### config.mk
export PLATFORM = sky130hd
export DESIGN_NAME = service_frame_filter_dedup_core
export DESIGN_NICKNAME = d
export VERILOG_FILES = /design/src/sv/sffd_pkg.sv /design/src/sv/sffd_front.sv /design/src/sv/sffd_fifo.sv /design/src/sv/sffd_back.sv /design/src/sv/service_frame_filter_dedup_core.sv
export SDC_FILE = /design/constraint.sdc
export NUM_CORES = 2
export LEC_CHECK = 0
export BUFFER_PORTS_ARGS = -buffer_cell sky130_fd_sc_hd__buf_4
export CAP_MARGIN = 20
export CORE_UTILIZATION = 57
export CTS_CLUSTER_SIZE = 20
export DETAILED_ROUTE_END_ITERATION = 10
export PLACE_DENSITY = 0.79
export SYNTH_ARGS = -nofsm -noshare
export SYNTH_HDL_FRONTEND = slang
export SYNTH_SLANG_ARGS = --single-unit
### constraint.sdc
create_clock -name clk -period 9.1 [get_ports clk]
set_input_delay 0.455 -clock clk [delete_from_list [all_inputs] [get_ports clk]]
set_output_delay 0.455 -clock clk [all_outputs]
set_load 0.005 [all_outputs]
### src/sv/sffd_pkg.sv
`timescale 1ns / 1ps

package sffd_pkg;

  localparam int HISTORY_DEPTH    = 8;
  localparam int HIST_IDX_W       = (HISTORY_DEPTH > 1) ? $clog2(HISTORY_DEPTH) : 1;
  localparam int HIGH_ID_MIN      = 128;
  localparam int HIGH_ID_MAX      = 199;
  localparam int LOW_ID_MIN       = 2000;
  localparam int LOW_ID_MAX       = 2031;
  localparam int LOW_CHANNEL_BASE = 100;

  localparam int Q_DEPTH = 2;
  localparam int Q_PTR_W = 1;
  localparam int Q_CNT_W = 2;

  localparam logic [1:0] CFG_OWN_NODE    = 2'd0;
  localparam logic [1:0] CFG_OWN_CHANNEL = 2'd1;
  localparam logic [1:0] CFG_TIMEOUT     = 2'd2;

  localparam logic [7:0]  OWN_NODE_RST    = 8'd1;
  localparam logic [7:0]  OWN_CHANNEL_RST = 8'd0;
  localparam logic [31:0] TIMEOUT_RST     = 32'd100000;

  typedef enum logic [1:0] {
    ST_DELIVERED = 2'd0,
    ST_BAD_ID    = 2'd1,
    ST_FOREIGN   = 2'd2,
    ST_REPEAT    = 2'd3
  } status_t;

  typedef enum logic [1:0] {
    BK_IDLE,
    BK_SCAN,
    BK_DONE
  } bk_state_t;

  // classified word handed from the front to the back
  typedef struct packed {
    logic [31:0] header;
    logic [2:0]  iface;
    logic [63:0] arr_time;
    logic        is_request;
    logic [7:0]  channel;
    status_t     status;
  } item_t;

endpackage

### src/sv/sffd_front.sv
`timescale 1ns / 1ps

module sffd_front (
  input  logic                clk,
  input  logic                rst_n,
  input  logic                in_valid,
  output logic                in_ready,
  input  logic [10:0]         in_message_id,
  input  logic [7:0]          in_sender_node,
  input  logic [31:0]         in_frame_header,
  input  logic [2:0]          in_interface_index,
  input  logic [63:0]         in_arrival_time,
  input  logic [7:0]          own_node_id,
  input  logic [7:0]          own_service_channel,
  output logic                q_valid,
  input  logic                q_ready,
  output sffd_pkg::item_t     q_item
);

  logic        vld_r;
  logic [10:0] id_r;
  logic [7:0]  sender_r;
  logic [31:0] header_r;
  logic [2:0]  iface_r;
  logic [63:0] time_r;

  logic signed [12:0] even_s;
  logic signed [12:0] ch_s;
  logic               in_range;
  logic               id_ok;
  logic [7:0]         chan;
  logic               req;
  logic               foreign;

  assign in_ready = !vld_r || q_ready;

  always_ff @(posedge clk) begin
    if (!rst_n) begin
      vld_r <= 1'b0;
    end else if (in_ready) begin
      vld_r <= in_valid;
    end
  end

  always_ff @(posedge clk) begin
    if (in_valid && in_ready) begin
      id_r     <= in_message_id;
      sender_r <= in_sender_node;
      header_r <= in_frame_header;
      iface_r  <= in_interface_index;
      time_r   <= in_arrival_time;
    end
  end

  // id to channel and request flag
  always_comb begin
    even_s   = $signed({2'b00, id_r[10:1], 1'b0});
    ch_s     = '0;
    in_range = 1'b0;
    if (id_r >= 11'(sffd_pkg::HIGH_ID_MIN) && id_r <= 11'(sffd_pkg::HIGH_ID_MAX)) begin
      in_range = 1'b1;
      ch_s     = (even_s - 13'(sffd_pkg::HIGH_ID_MIN)) >>> 1;
    end else if (id_r >= 11'(sffd_pkg::LOW_ID_MIN) &&
                 id_r <= 11'(sffd_pkg::LOW_ID_MAX)) begin
      in_range = 1'b1;
      ch_s     = ((even_s - 13'(sffd_pkg::LOW_ID_MIN)) >>> 1) +
                 13'(sffd_pkg::LOW_CHANNEL_BASE);
    end
    id_ok = in_range && (ch_s >= 13'sd0) && (ch_s <= 13'sd255);
    chan  = id_ok ? ch_s[7:0] : 8'd0;
    req   = id_ok && !id_r[0];
    if (req) begin
      foreign = (sender_r != own_node_id) && (sender_r != 8'd0);
    end else begin
      foreign = (chan != own_service_channel) || (sender_r == own_node_id);
    end
  end

  always_comb begin
    q_valid           = vld_r;
    q_item.header     = header_r;
    q_item.iface      = iface_r;
    q_item.arr_time   = time_r;
    q_item.is_request = req;
    q_item.channel    = chan;
    priority if (!id_ok) begin
      q_item.status = sffd_pkg::ST_BAD_ID;
    end else if (foreign) begin
      q_item.status = sffd_pkg::ST_FOREIGN;
    end else begin
      q_item.status = sffd_pkg::ST_DELIVERED;
    end
  end

endmodule

### src/sv/sffd_fifo.sv
`timescale 1ns / 1ps

module sffd_fifo (
  input  logic            clk,
  input  logic            rst_n,
  input  logic            wr_valid,
  output logic            wr_ready,
  input  sffd_pkg::item_t wr_item,
  output logic            rd_valid,
  input  logic            rd_ready,
  output sffd_pkg::item_t rd_item
);

  sffd_pkg::item_t                 mem_r [sffd_pkg::Q_DEPTH];
  logic [sffd_pkg::Q_PTR_W-1:0]    wp_r;
  logic [sffd_pkg::Q_PTR_W-1:0]    rp_r;
  logic [sffd_pkg::Q_CNT_W-1:0]    cnt_r;
  logic                            push;
  logic                            pop;

  assign wr_ready = (cnt_r != sffd_pkg::Q_CNT_W'(sffd_pkg::Q_DEPTH));
  assign rd_valid = (cnt_r != '0);
  assign push     = wr_valid && wr_ready;
  assign pop      = rd_valid && rd_ready;
  assign rd_item  = mem_r[rp_r];

  always_ff @(posedge clk) begin
    if (!rst_n) begin
      wp_r  <= '0;
      rp_r  <= '0;
      cnt_r <= '0;
    end else begin
      if (push) begin
        wp_r <= wp_r + 1'b1;
      end
      if (pop) begin
        rp_r <= rp_r + 1'b1;
      end
      if (push && !pop) begin
        cnt_r <= cnt_r + 1'b1;
      end else if (pop && !push) begin
        cnt_r <= cnt_r - 1'b1;
      end
    end
  end

  always_ff @(posedge clk) begin
    if (push) begin
      mem_r[wp_r] <= wr_item;
    end
  end

endmodule

### src/sv/sffd_back.sv
`timescale 1ns / 1ps

module sffd_back (
  input  logic            clk,
  input  logic            rst_n,
  input  logic            q_valid,
  output logic            q_ready,
  input  sffd_pkg::item_t q_item,
  input  logic [31:0]     repeat_timeout,
  output logic            out_valid,
  input  logic            out_ready,
  output logic            out_deliver,
  output logic            out_is_request,
  output logic [7:0]      out_channel,
  output logic [1:0]      out_status
);

  sffd_pkg::bk_state_t state_r, state_nxt;

  logic [31:0] hist_hdr_r  [sffd_pkg::HISTORY_DEPTH];
  logic [7:0]  hist_mask_r [sffd_pkg::HISTORY_DEPTH];
  logic [63:0] hist_time_r [sffd_pkg::HISTORY_DEPTH];

  sffd_pkg::item_t                cur_r;
  sffd_pkg::status_t              st_r, st_nxt;
  logic [sffd_pkg::HIST_IDX_W-1:0] idx_r;
  logic [sffd_pkg::HIST_IDX_W-1:0] old_idx_r, old_idx_nxt;
  logic [63:0]                    min_r, min_nxt;

  logic        out_valid_r;
  logic        deliver_r;
  logic        is_req_r;
  logic [7:0]  chan_r;
  logic [1:0]  status_r;

  logic [63:0] e_time;
  logic [63:0] age;
  logic [7:0]  bit_sel;
  logic        hit;
  logic        out_free;
  logic        take;
  logic        load_out;
  logic        set_mask;
  logic        wr_entry;

  assign out_free = !out_valid_r || out_ready;
  assign bit_sel  = 8'(1) << cur_r.iface;
  assign e_time   = hist_time_r[idx_r];
  assign age      = cur_r.arr_time - e_time;
  assign hit      = (e_time != 64'd0) && (hist_hdr_r[idx_r] == cur_r.header) &&
                    (age <= {32'd0, repeat_timeout}) &&
                    ((hist_mask_r[idx_r] & bit_sel) == 8'd0);

  // oldest entry: strict less, so ties keep the lower index
  always_comb begin
    min_nxt     = min_r;
    old_idx_nxt = old_idx_r;
    if (idx_r == '0 || e_time < min_r) begin
      min_nxt     = e_time;
      old_idx_nxt = idx_r;
    end
  end

  always_comb begin
    state_nxt = state_r;
    unique case (state_r)
      sffd_pkg::BK_IDLE: begin
        if (q_valid) begin
          state_nxt = (q_item.status == sffd_pkg::ST_DELIVERED) ? sffd_pkg::BK_SCAN :
                                                                   sffd_pkg::BK_DONE;
        end
      end
      sffd_pkg::BK_SCAN: begin
        if (hit || idx_r == sffd_pkg::HIST_IDX_W'(sffd_pkg::HISTORY_DEPTH - 1)) begin
          state_nxt = sffd_pkg::BK_DONE;
        end
      end
      sffd_pkg::BK_DONE: begin
        if (out_free) begin
          state_nxt = sffd_pkg::BK_IDLE;
        end
      end
      default: state_nxt = sffd_pkg::BK_IDLE;
    endcase
  end

  always_comb begin
    take     = 1'b0;
    set_mask = 1'b0;
    load_out = 1'b0;
    wr_entry = 1'b0;
    st_nxt   = st_r;
    unique case (state_r)
      sffd_pkg::BK_IDLE: begin
        take   = q_valid;
        st_nxt = q_item.status;
      end
      sffd_pkg::BK_SCAN: begin
        set_mask = hit;
        if (hit) begin
          st_nxt = sffd_pkg::ST_REPEAT;
        end
      end
      sffd_pkg::BK_DONE: begin
        load_out = out_free;
        wr_entry = out_free && (st_r == sffd_pkg::ST_DELIVERED);
      end
      default: ;
    endcase
  end

  assign q_ready = take;

  always_ff @(posedge clk) begin
    if (!rst_n) begin
      state_r     <= sffd_pkg::BK_IDLE;
      out_valid_r <= 1'b0;
    end else begin
      state_r <= state_nxt;
      if (load_out) begin
        out_valid_r <= 1'b1;
      end else if (out_ready) begin
        out_valid_r <= 1'b0;
      end
    end
  end

  always_ff @(posedge clk) begin
    st_r <= st_nxt;
    if (take) begin
      cur_r <= q_item;
      idx_r <= '0;
    end else if (state_r == sffd_pkg::BK_SCAN) begin
      idx_r     <= idx_r + 1'b1;
      min_r     <= min_nxt;
      old_idx_r <= old_idx_nxt;
    end
    if (load_out) begin
      deliver_r <= (st_r == sffd_pkg::ST_DELIVERED);
      is_req_r  <= cur_r.is_request;
      chan_r    <= cur_r.channel;
      status_r  <= st_r;
    end
  end

  // an empty entry is marked by a zero time, so only the times need clearing
  always_ff @(posedge clk) begin
    for (int i = 0; i < sffd_pkg::HISTORY_DEPTH; i++) begin
      if (!rst_n) begin
        hist_time_r[i] <= 64'd0;
      end else if (wr_entry && old_idx_r == sffd_pkg::HIST_IDX_W'(i)) begin
        hist_time_r[i] <= cur_r.arr_time;
      end
    end
  end

  always_ff @(posedge clk) begin
    for (int i = 0; i < sffd_pkg::HISTORY_DEPTH; i++) begin
      if (wr_entry && old_idx_r == sffd_pkg::HIST_IDX_W'(i)) begin
        hist_hdr_r[i]  <= cur_r.header;
        hist_mask_r[i] <= bit_sel;
      end else if (set_mask && idx_r == sffd_pkg::HIST_IDX_W'(i)) begin
        hist_mask_r[i] <= hist_mask_r[i] | bit_sel;
      end
    end
  end

  assign out_valid      = out_valid_r;
  assign out_deliver    = deliver_r;
  assign out_is_request = is_req_r;
  assign out_channel    = chan_r;
  assign out_status     = status_r;

endmodule

### src/sv/service_frame_filter_dedup_core.sv
`timescale 1ns / 1ps
// Redundant service-frame filter for one node-service subscription.
// Input channel (in_*): one received frame per word: message id, sender node,
// first four payload bytes, interface index and arrival time.
// Output channel (out_*): exactly one result word per input word, in order:
// deliver flag, request flag, decoded channel and status.
// Config channel (cfg_*): index 0 own node id, 1 own service channel,
// 2 repeat timeout; always ready, write only while the block is idle.
// A front stage decodes and filters each word and queues it (two words deep);
// the back end walks the eight-entry history one entry per cycle.
// Path: a frame that reaches the history walk passes the front stage, the
// queue, a walk of up to eight entries (a hit ends it early) and the done
// state, which loads the result register; a bad id or foreign frame skips the walk.
// The back end takes a new frame only after the last one has left for the
// result register, so the history walk limits how fast checked frames pass.
// Reset (synchronous, rst_n low) empties the history, the queue and the output
// register and restores the register defaults.
// When out_ready is low the result is held; the queue and front stage keep
// taking words until they fill, then in_ready drops.
module service_frame_filter_dedup_core (
  input  logic        clk,
  input  logic        rst_n,
  input  logic        in_valid,
  output logic        in_ready,
  input  logic [10:0] in_message_id,
  input  logic [7:0]  in_sender_node,
  input  logic [31:0] in_frame_header,
  input  logic [2:0]  in_interface_index,
  input  logic [63:0] in_arrival_time,
  output logic        out_valid,
  input  logic        out_ready,
  output logic        out_deliver,
  output logic        out_is_request,
  output logic [7:0]  out_channel,
  output logic [1:0]  out_status,
  input  logic        cfg_valid,
  output logic        cfg_ready,
  input  logic [1:0]  cfg_index,
  input  logic [31:0] cfg_data
);

  logic [7:0]  own_node_r;
  logic [7:0]  own_chan_r;
  logic [31:0] timeout_r;

  logic            fq_valid, fq_ready;
  sffd_pkg::item_t fq_item;
  logic            qb_valid, qb_ready;
  sffd_pkg::item_t qb_item;

  assign cfg_ready = 1'b1;

  always_ff @(posedge clk) begin
    if (!rst_n) begin
      own_node_r <= sffd_pkg::OWN_NODE_RST;
      own_chan_r <= sffd_pkg::OWN_CHANNEL_RST;
      timeout_r  <= sffd_pkg::TIMEOUT_RST;
    end else if (cfg_valid && cfg_ready) begin
      unique case (cfg_index)
        sffd_pkg::CFG_OWN_NODE:    own_node_r <= cfg_data[7:0];
        sffd_pkg::CFG_OWN_CHANNEL: own_chan_r <= cfg_data[7:0];
        sffd_pkg::CFG_TIMEOUT:     timeout_r  <= cfg_data;
        default: ;
      endcase
    end
  end

  sffd_front u_front (
    .clk                 (clk),
    .rst_n               (rst_n),
    .in_valid            (in_valid),
    .in_ready            (in_ready),
    .in_message_id       (in_message_id),
    .in_sender_node      (in_sender_node),
    .in_frame_header     (in_frame_header),
    .in_interface_index  (in_interface_index),
    .in_arrival_time     (in_arrival_time),
    .own_node_id         (own_node_r),
    .own_service_channel (own_chan_r),
    .q_valid             (fq_valid),
    .q_ready             (fq_ready),
    .q_item              (fq_item)
  );

  sffd_fifo u_fifo (
    .clk      (clk),
    .rst_n    (rst_n),
    .wr_valid (fq_valid),
    .wr_ready (fq_ready),
    .wr_item  (fq_item),
    .rd_valid (qb_valid),
    .rd_ready (qb_ready),
    .rd_item  (qb_item)
  );

  sffd_back u_back (
    .clk            (clk),
    .rst_n          (rst_n),
    .q_valid        (qb_valid),
    .q_ready        (qb_ready),
    .q_item         (qb_item),
    .repeat_timeout (timeout_r),
    .out_valid      (out_valid),
    .out_ready      (out_ready),
    .out_deliver    (out_deliver),
    .out_is_request (out_is_request),
    .out_channel    (out_channel),
    .out_status     (out_status)
  );

endmodule

Word level (Yosys, flattened, before mapping)

Memory sizes are Yosys's and may differ from the RTL's. A register that Yosys moved wholly into a read port is not among the register bits.
Index checks and enable logic that the tools add are counted.

Add/sub/neg operators: 9
$lt $le $gt $ge: 8
Equality and inequality tests: 27
Shift operators: 1
Mux-type cells: 148
Bitwise gates (word level): 26
Reduce and logical (&&, ||, !) cells: 74

Operator list:

| operator               | number |
|---|---|
| $mux 64                | 8 |
| $mux 32                | 7 |
| $reduce_or 32->1       | 7 |
| $mux 8                 | 16 |
| $mux 1                 | 84 |
| $le 64x32->1           | 1 |
| $lt 64x64->1           | 1 |
| $or 8x8->8             | 8 |
| $reduce_bool 64->1     | 1 |
| $sub 64x64->64         | 1 |
| $mux 3                 | 20 |
| $reduce_or 8->1        | 7 |
| $eq 32x32->1           | 1 |
| $logic_and 1x1->1      | 31 |
| $mux 13                | 2 |
| $eq 3x3->1 const B     | 8 |
| $mux 2                 | 9 |
| $ne 8x8->1             | 2 |
| $or 1x1->1             | 16 |
| $ge 13x1->1 const B    | 1 |
| $le 13x9->1 const B    | 1 |
| $add 11x8->12 const B  | 1 |
| $eq 3x2->1 const B     | 4 |
| $sub 11x11->12 const B | 1 |
| 29 further kinds       | 55 |

Flip-flop bits (word level): 366
Memory bits (writable): 1052
Output and inout bits: 15
Memories: 4

Memories:

| memory             | words | width | read ports | clocked after memory_dff | write ports | RTL line        | text |
|---|---|---|---|---|---|---|---|
| u_back.hist_time_r | 8     | 64    | 1          | 1                        | 8           | sffd_back.sv:22 | `logic [63:0] hist_time_r [sffd_pkg::HISTORY_DEPTH];` |
| u_back.hist_hdr_r  | 8     | 32    | 1          | 1                        | 1           | sffd_back.sv:20 | `logic [31:0] hist_hdr_r [sffd_pkg::HISTORY_DEPTH];` |
| u_fifo.mem_r       | 2     | 110   | 1          | 1                        | 1           | sffd_fifo.sv:14 | `sffd_pkg::item_t mem_r [sffd_pkg::Q_DEPTH];` |
| u_back.hist_mask_r | 8     | 8     | 9          | 1                        | 1           | sffd_back.sv:21 | `logic [7:0] hist_mask_r [sffd_pkg::HISTORY_DEPTH];` |

Longest topological paths before layout

Depth after elaboration: 18
Gate-level depth with buffers: 35
Gate-level depth less buffers: 25

By module

Synthesis repeated with hierarchy kept, for this count alone.

Cells, all modules: 4568
Area total of the unflattened synthesis: 65581.6 µm²

Modules (own cells, without submodules):

| module                          | instances | cells each | area an instance (µm²) |
|---|---|---|---|
| sffd_back                       | 1         | 3728       | 50836.3 |
| sffd_fifo                       | 1         | 366        | 8212.9 |
| sffd_front                      | 1         | 272        | 4614.4 |
| service_frame_filter_dedup_core | 1         | 202        | 1918.1 |

Worst setup path before layout

Ideal clock, no wire load.

Path kind: reg2reg
From: register u_fifo.cnt_r[0] in the netlist's numbering
To: register u_fifo.cnt_r[1] in the netlist's numbering
Arrival: 9445 ps
Required time: 9024 ps
Path slack: -420 ps
Cell stages (with the launch flop): 8
Cells stage by stage: dfxtp_1 -> nor2_1 -> nor3_1 -> inv_1 -> ha_1 -> xor2_1 -> or3_1 -> a21boi_0

Cells in the longest elaborated chain, start to end: 6
Elaborated cells on any way between the ends: 14
Classes of those cells: add/sub: 2; eq/ne: 1; mux: 3; reduce/logical: 8

RTL lines:

| what                                        | RTL line                              | text |
|---|---|---|
| from (decl)                                 | sffd_fifo.sv:17                       | `logic [sffd_pkg::Q_CNT_W-1:0] cnt_r;` |
| from (signal assigned)                      | sffd_fifo.sv:40                       | `cnt_r <= cnt_r + 1'b1;` |
| from (signal assigned)                      | sffd_fifo.sv:42                       | `cnt_r <= cnt_r - 1'b1;` |
| $reduce_bool 2->1 *                         | sffd_fifo.sv:22                       | `assign rd_valid = (cnt_r != '0);` |
| $mux 1 *                                    | sffd_back.sv:93                       | `unique case (state_r)` |
| via qb_ready                                | service_frame_filter_dedup_core.sv:48 | `logic qb_valid, qb_ready;` |
| $logic_and 1x1->1 *                         | sffd_fifo.sv:24                       | `assign pop = rd_valid && rd_ready;` |
| $logic_not 1->1                             | sffd_fifo.sv:39                       | `if (push && !pop) begin` |
| $logic_and 1x1->1                           | sffd_fifo.sv:39                       |  |
| $mux 2 or $reduce_bool 2->1 (tied branches) | --                                    |  |

Mark *: on every way through the listed nets, which the timed path passes. The rest lies on a longest branch. The select of a mux whose other input is x is not followed.
A chain may end at the register's enable or synchronous reset.

==> reports/qor.yml <==
route:
  ant_nets: 0
  viasPerCell: 6.48
  drt_iter0_markers: 5938
  vias: 43050
  drt_wl_total_mm: 179
  wl_per_cell_um: 27.0
  dr.pass1.iters: 9
  drc: 44
global_routing:
  antenna_found_initial: 5
  track_usage_pct: 30.4
  grt_start_max_net_pins: 203
  globalRouteOverflowTotal: 0
  grt_pass1_wl_mm: 263
  grt_pass1_vias: 41932
synthesis:
  synth_edf_count: 1359
  avgSynthCellArea_um2: 13.8
  muxShareOfSynthArea_pct: 9.23
  ys_seq_area_share_pct: 63.8
  synth_seq_cells: 1422
  synth_nets: 5102
  synth_area_um2: 65900
  synth_adder_area_share_pct: 3.35
  synthCells: 4769
  dominantRegCellSynth: "edfxtp_1"
  synth_compound_area_share_pct: 6.19
  synthXorXnorAreaFrac_pct: 1.34
  yosysUniqueCellTypes: 92
  ys_async_sr_fraction_pct: 0
  synthSimpleGateAreaFrac_pct: 12.7
  yosysWarnings: 0
  synth_top_family_by_area: "simple AND/OR/NAND/NOR gates"
floorplanning:
  start_util_pct: 57.6
  fp.dieH_um: 342
  coreArea_um2: 115000
  die-area_um2: 117000
  rows: 124
  io_pins: 172
  die_w_um: 342
sta:
  setup_violations: 0
  skew_ns: 0.0333
  setup_tns_ns: 0
  slew-limit-headroom_pct: 21.8
  worst_pin_slew_ns: 1.17
  setup_ws_ns: 0.813
  rsz0062_at_grt: "false"
  min_period_over_period_pct: 91.1
  fmax_mhz: 121
  finalMaxSlewViolations: 0
  final.min_clock_period_ns: 8.29
  hold_viol_final: 0
run_status:
  violations: "design-rule violations"
  status: "complete, but fails checks"
critical_path:
  crit_fanout: 31
  setup.worst_path.end_class: "flip-flop"
  r2r-end: "u_back.hist_mask_r[2][7]"
  arrival_ns: 8.69
  startpoint_type: "flip-flop"
  r2r_slack_ns: 0.81
  required_ns: 9.50
  worstSetupPathType: "flip-flop to flip-flop"
  reg2reg_depth: 24
placement:
  dp.cells: 6227
  hpwl_mm: 116
  io_buffers: 170
  gp_congestion: 1.00
  dpl_worst_slack_ns: 0.878
final_layout:
  drive_above_1_share_pct: 15.8
  final_common_cell: "edfxtp_1"
  nets: 5346
  utilization_pct: 65.2
  fillers: 7997
  final_cell_mix: "edfxtp_1 (1359), and3_1 (522), nand2_1 (338)"
  instances_no_fill: 6643
  syn_to_final_growth_pct: 13.3
  seqCellArea_um2: 42100
  multi_input_area_um2: 21700
pwr:
  finalPower_w: 0.0204
  power_density_nw_per_um2: 272
  ir_drop_v: 0.000214
  p_leak_nw: 28.3
clock_network:
  insertion_delay_ns: 0.78
  h-tree-depth: 4
  cts_tree: "built"
  root_buffer: "clkbuf_16"
  clockBufferDepth: 3
  clk_pin_slew_worst_paths_ns: 0.05
  cts_buffers: 147
  clock-sinks: 1422
hold_path:
  min_from: "out_ready"
  hold_depth: 3
  whs_endpoint: "u_back.out_valid"
  hold_path.class: "input pin to flip-flop"
flow_run:
  max-cap-violations: 0
-- area by class of cell --
class | instances | share of cell area (%)
diodes | 2 | 0.00670
clock buffers | 190 | 5.34
clock inverters | 75 | 0.955
inverters | 242 | 1.23
multi-input cells | 2817 | 29.1
flip-flops and latches | 1422 | 56.3
well taps | 1512 | 2.53
repair buffers | 383 | 4.47
-- kinds of logic (layout without fill, tap and decap cells) --
| group | count (synthesis) | count (layout) |
|---|---|---|
| simple gates | 1544 | 1544 |
| flops | 1422 | 1422 |
| compound gates | 617 | 617 |
| buf+inv | 530 | 890 |
| mux | 378 | 378 |
| fa+ha+maj | 176 | 176 |
| xor+xnor | 101 | 101 |
| other cells | 1 | 3 |
-- worst max-delay path, stage by stage (launching register included) --
cell,delay [ns]
dfxtp_4,0.72
mux4_1,0.64
nand2_1,0.08
and2_1,0.27
inv_1,0.15
fa_1,0.48
nor2b_1,0.22
o31a_1,0.22
o2111ai_1,0.14
a21o_1,0.23
a2111oi_1,0.70
nor2b_1,0.21
xnor2_1,0.20
ha_1,0.33
nand4_1,0.15
nor4bb_1,0.41
nand3_1,0.16
o31a_1,0.18
nor4_1,0.27
nand4_1,0.13
nor4b_2,0.29
nand4_1,0.10
and4bb_2,0.42
nand4_4,0.43
o21ai_1,0.74
-- what timing repair did --
item | CTS | global route
setup buffers | 0 | 0
resized for setup | 0 | 0
hold endpoints to repair | 162 | 0
hold buffers | 147 | 0
-- power breakdown --
group / internal [W] / switching (W)
sequential: 0.00793 / 0.000748
clock: 0.00339 / 0.00252
combinational: 0.00211 / 0.00366
total: 0.0134 / 0.00692
-- routing by layer --
layer	track usage [%]	part of all wire, %
met1	41.9	39
met2	47.1	46
met3	6.81	11
met4	12.1	3.9
met5	0	0.019
-- Yosys cell counts (all sizes together) (20+ instances only) --
cell	number	area [um^2]
a21boi	37	278
nand2	346	1300
nor4	55	357
nand2b	36	225
a21oi	167	836
o21ai	141	706
xnor2	59	517
and3	523	3270
nor2b	44	275
inv	240	901
dfxtp	63	1260
and2	69	432
nand3	76	385
mux4	172	3880
xor2	42	368
o31ai	32	300
ha	175	2190
edfxtp	1359	40800
nor2	163	612
a21o	26	195
o21a	24	180
or4	20	150
clkbuf	211	792
buf	77	478
nor3	65	325
nand4	71	472
o211ai	29	218
mux2i	90	901
mux2	116	1310
-- through the flow --
step           cell area (um^2)  hold WS, ns
2_1_floorplan             65900        0.400
3_3_place_gp              68500        0.403
3_5_place_dp              68500        0.406
4_1_cts                   74600      0.00906
5_1_grt                   74700       0.0528
6_report                  74700       0.0462
-- how the worst max path moves through the flow --
stage / startpoint / endpoint / slack [ns] / cells after the start
detailed placement: flip-flop / u_back.hist_mask_r[3][3] / 0.88 / 24
global route: flip-flop / u_back.hist_mask_r[3][2] / 0.09 / 24
finish: flip-flop / u_back.hist_mask_r[2][7] / 0.81 / 24
global placement: flip-flop / u_back.hist_mask_r[2][7] / 1.09 / 24
floorplan: flip-flop / u_back.hist_mask_r[4][0] / 1.17 / 30
CTS: flip-flop / u_back.hist_mask_r[3][2] / 0.85 / 22
-- flip-flops by register name, indices dropped and copies added, names as in the netlist, 2 cells and up, named ones only --
name	count
u_back.hist_time_r	512
u_back.hist_hdr_r	256
u_fifo.mem_r	220
u_back.cur_r	108
u_back.hist_mask_r	64
u_back.min_r	64
u_front.time_r	64
timeout_r	32
u_front.header_r	32
u_front.id_r	11
own_chan_r	8
own_node_r	8
u_back.out_channel	8
u_front.sender_r	8
u_back.idx_r	3
u_back.old_idx_r	3
u_front.iface_r	3
u_back.out_status	2
u_back.st_r	2
u_back.state_r	2
u_fifo.cnt_r	2
No activity file was read; power rests on OpenSTA's default activity.
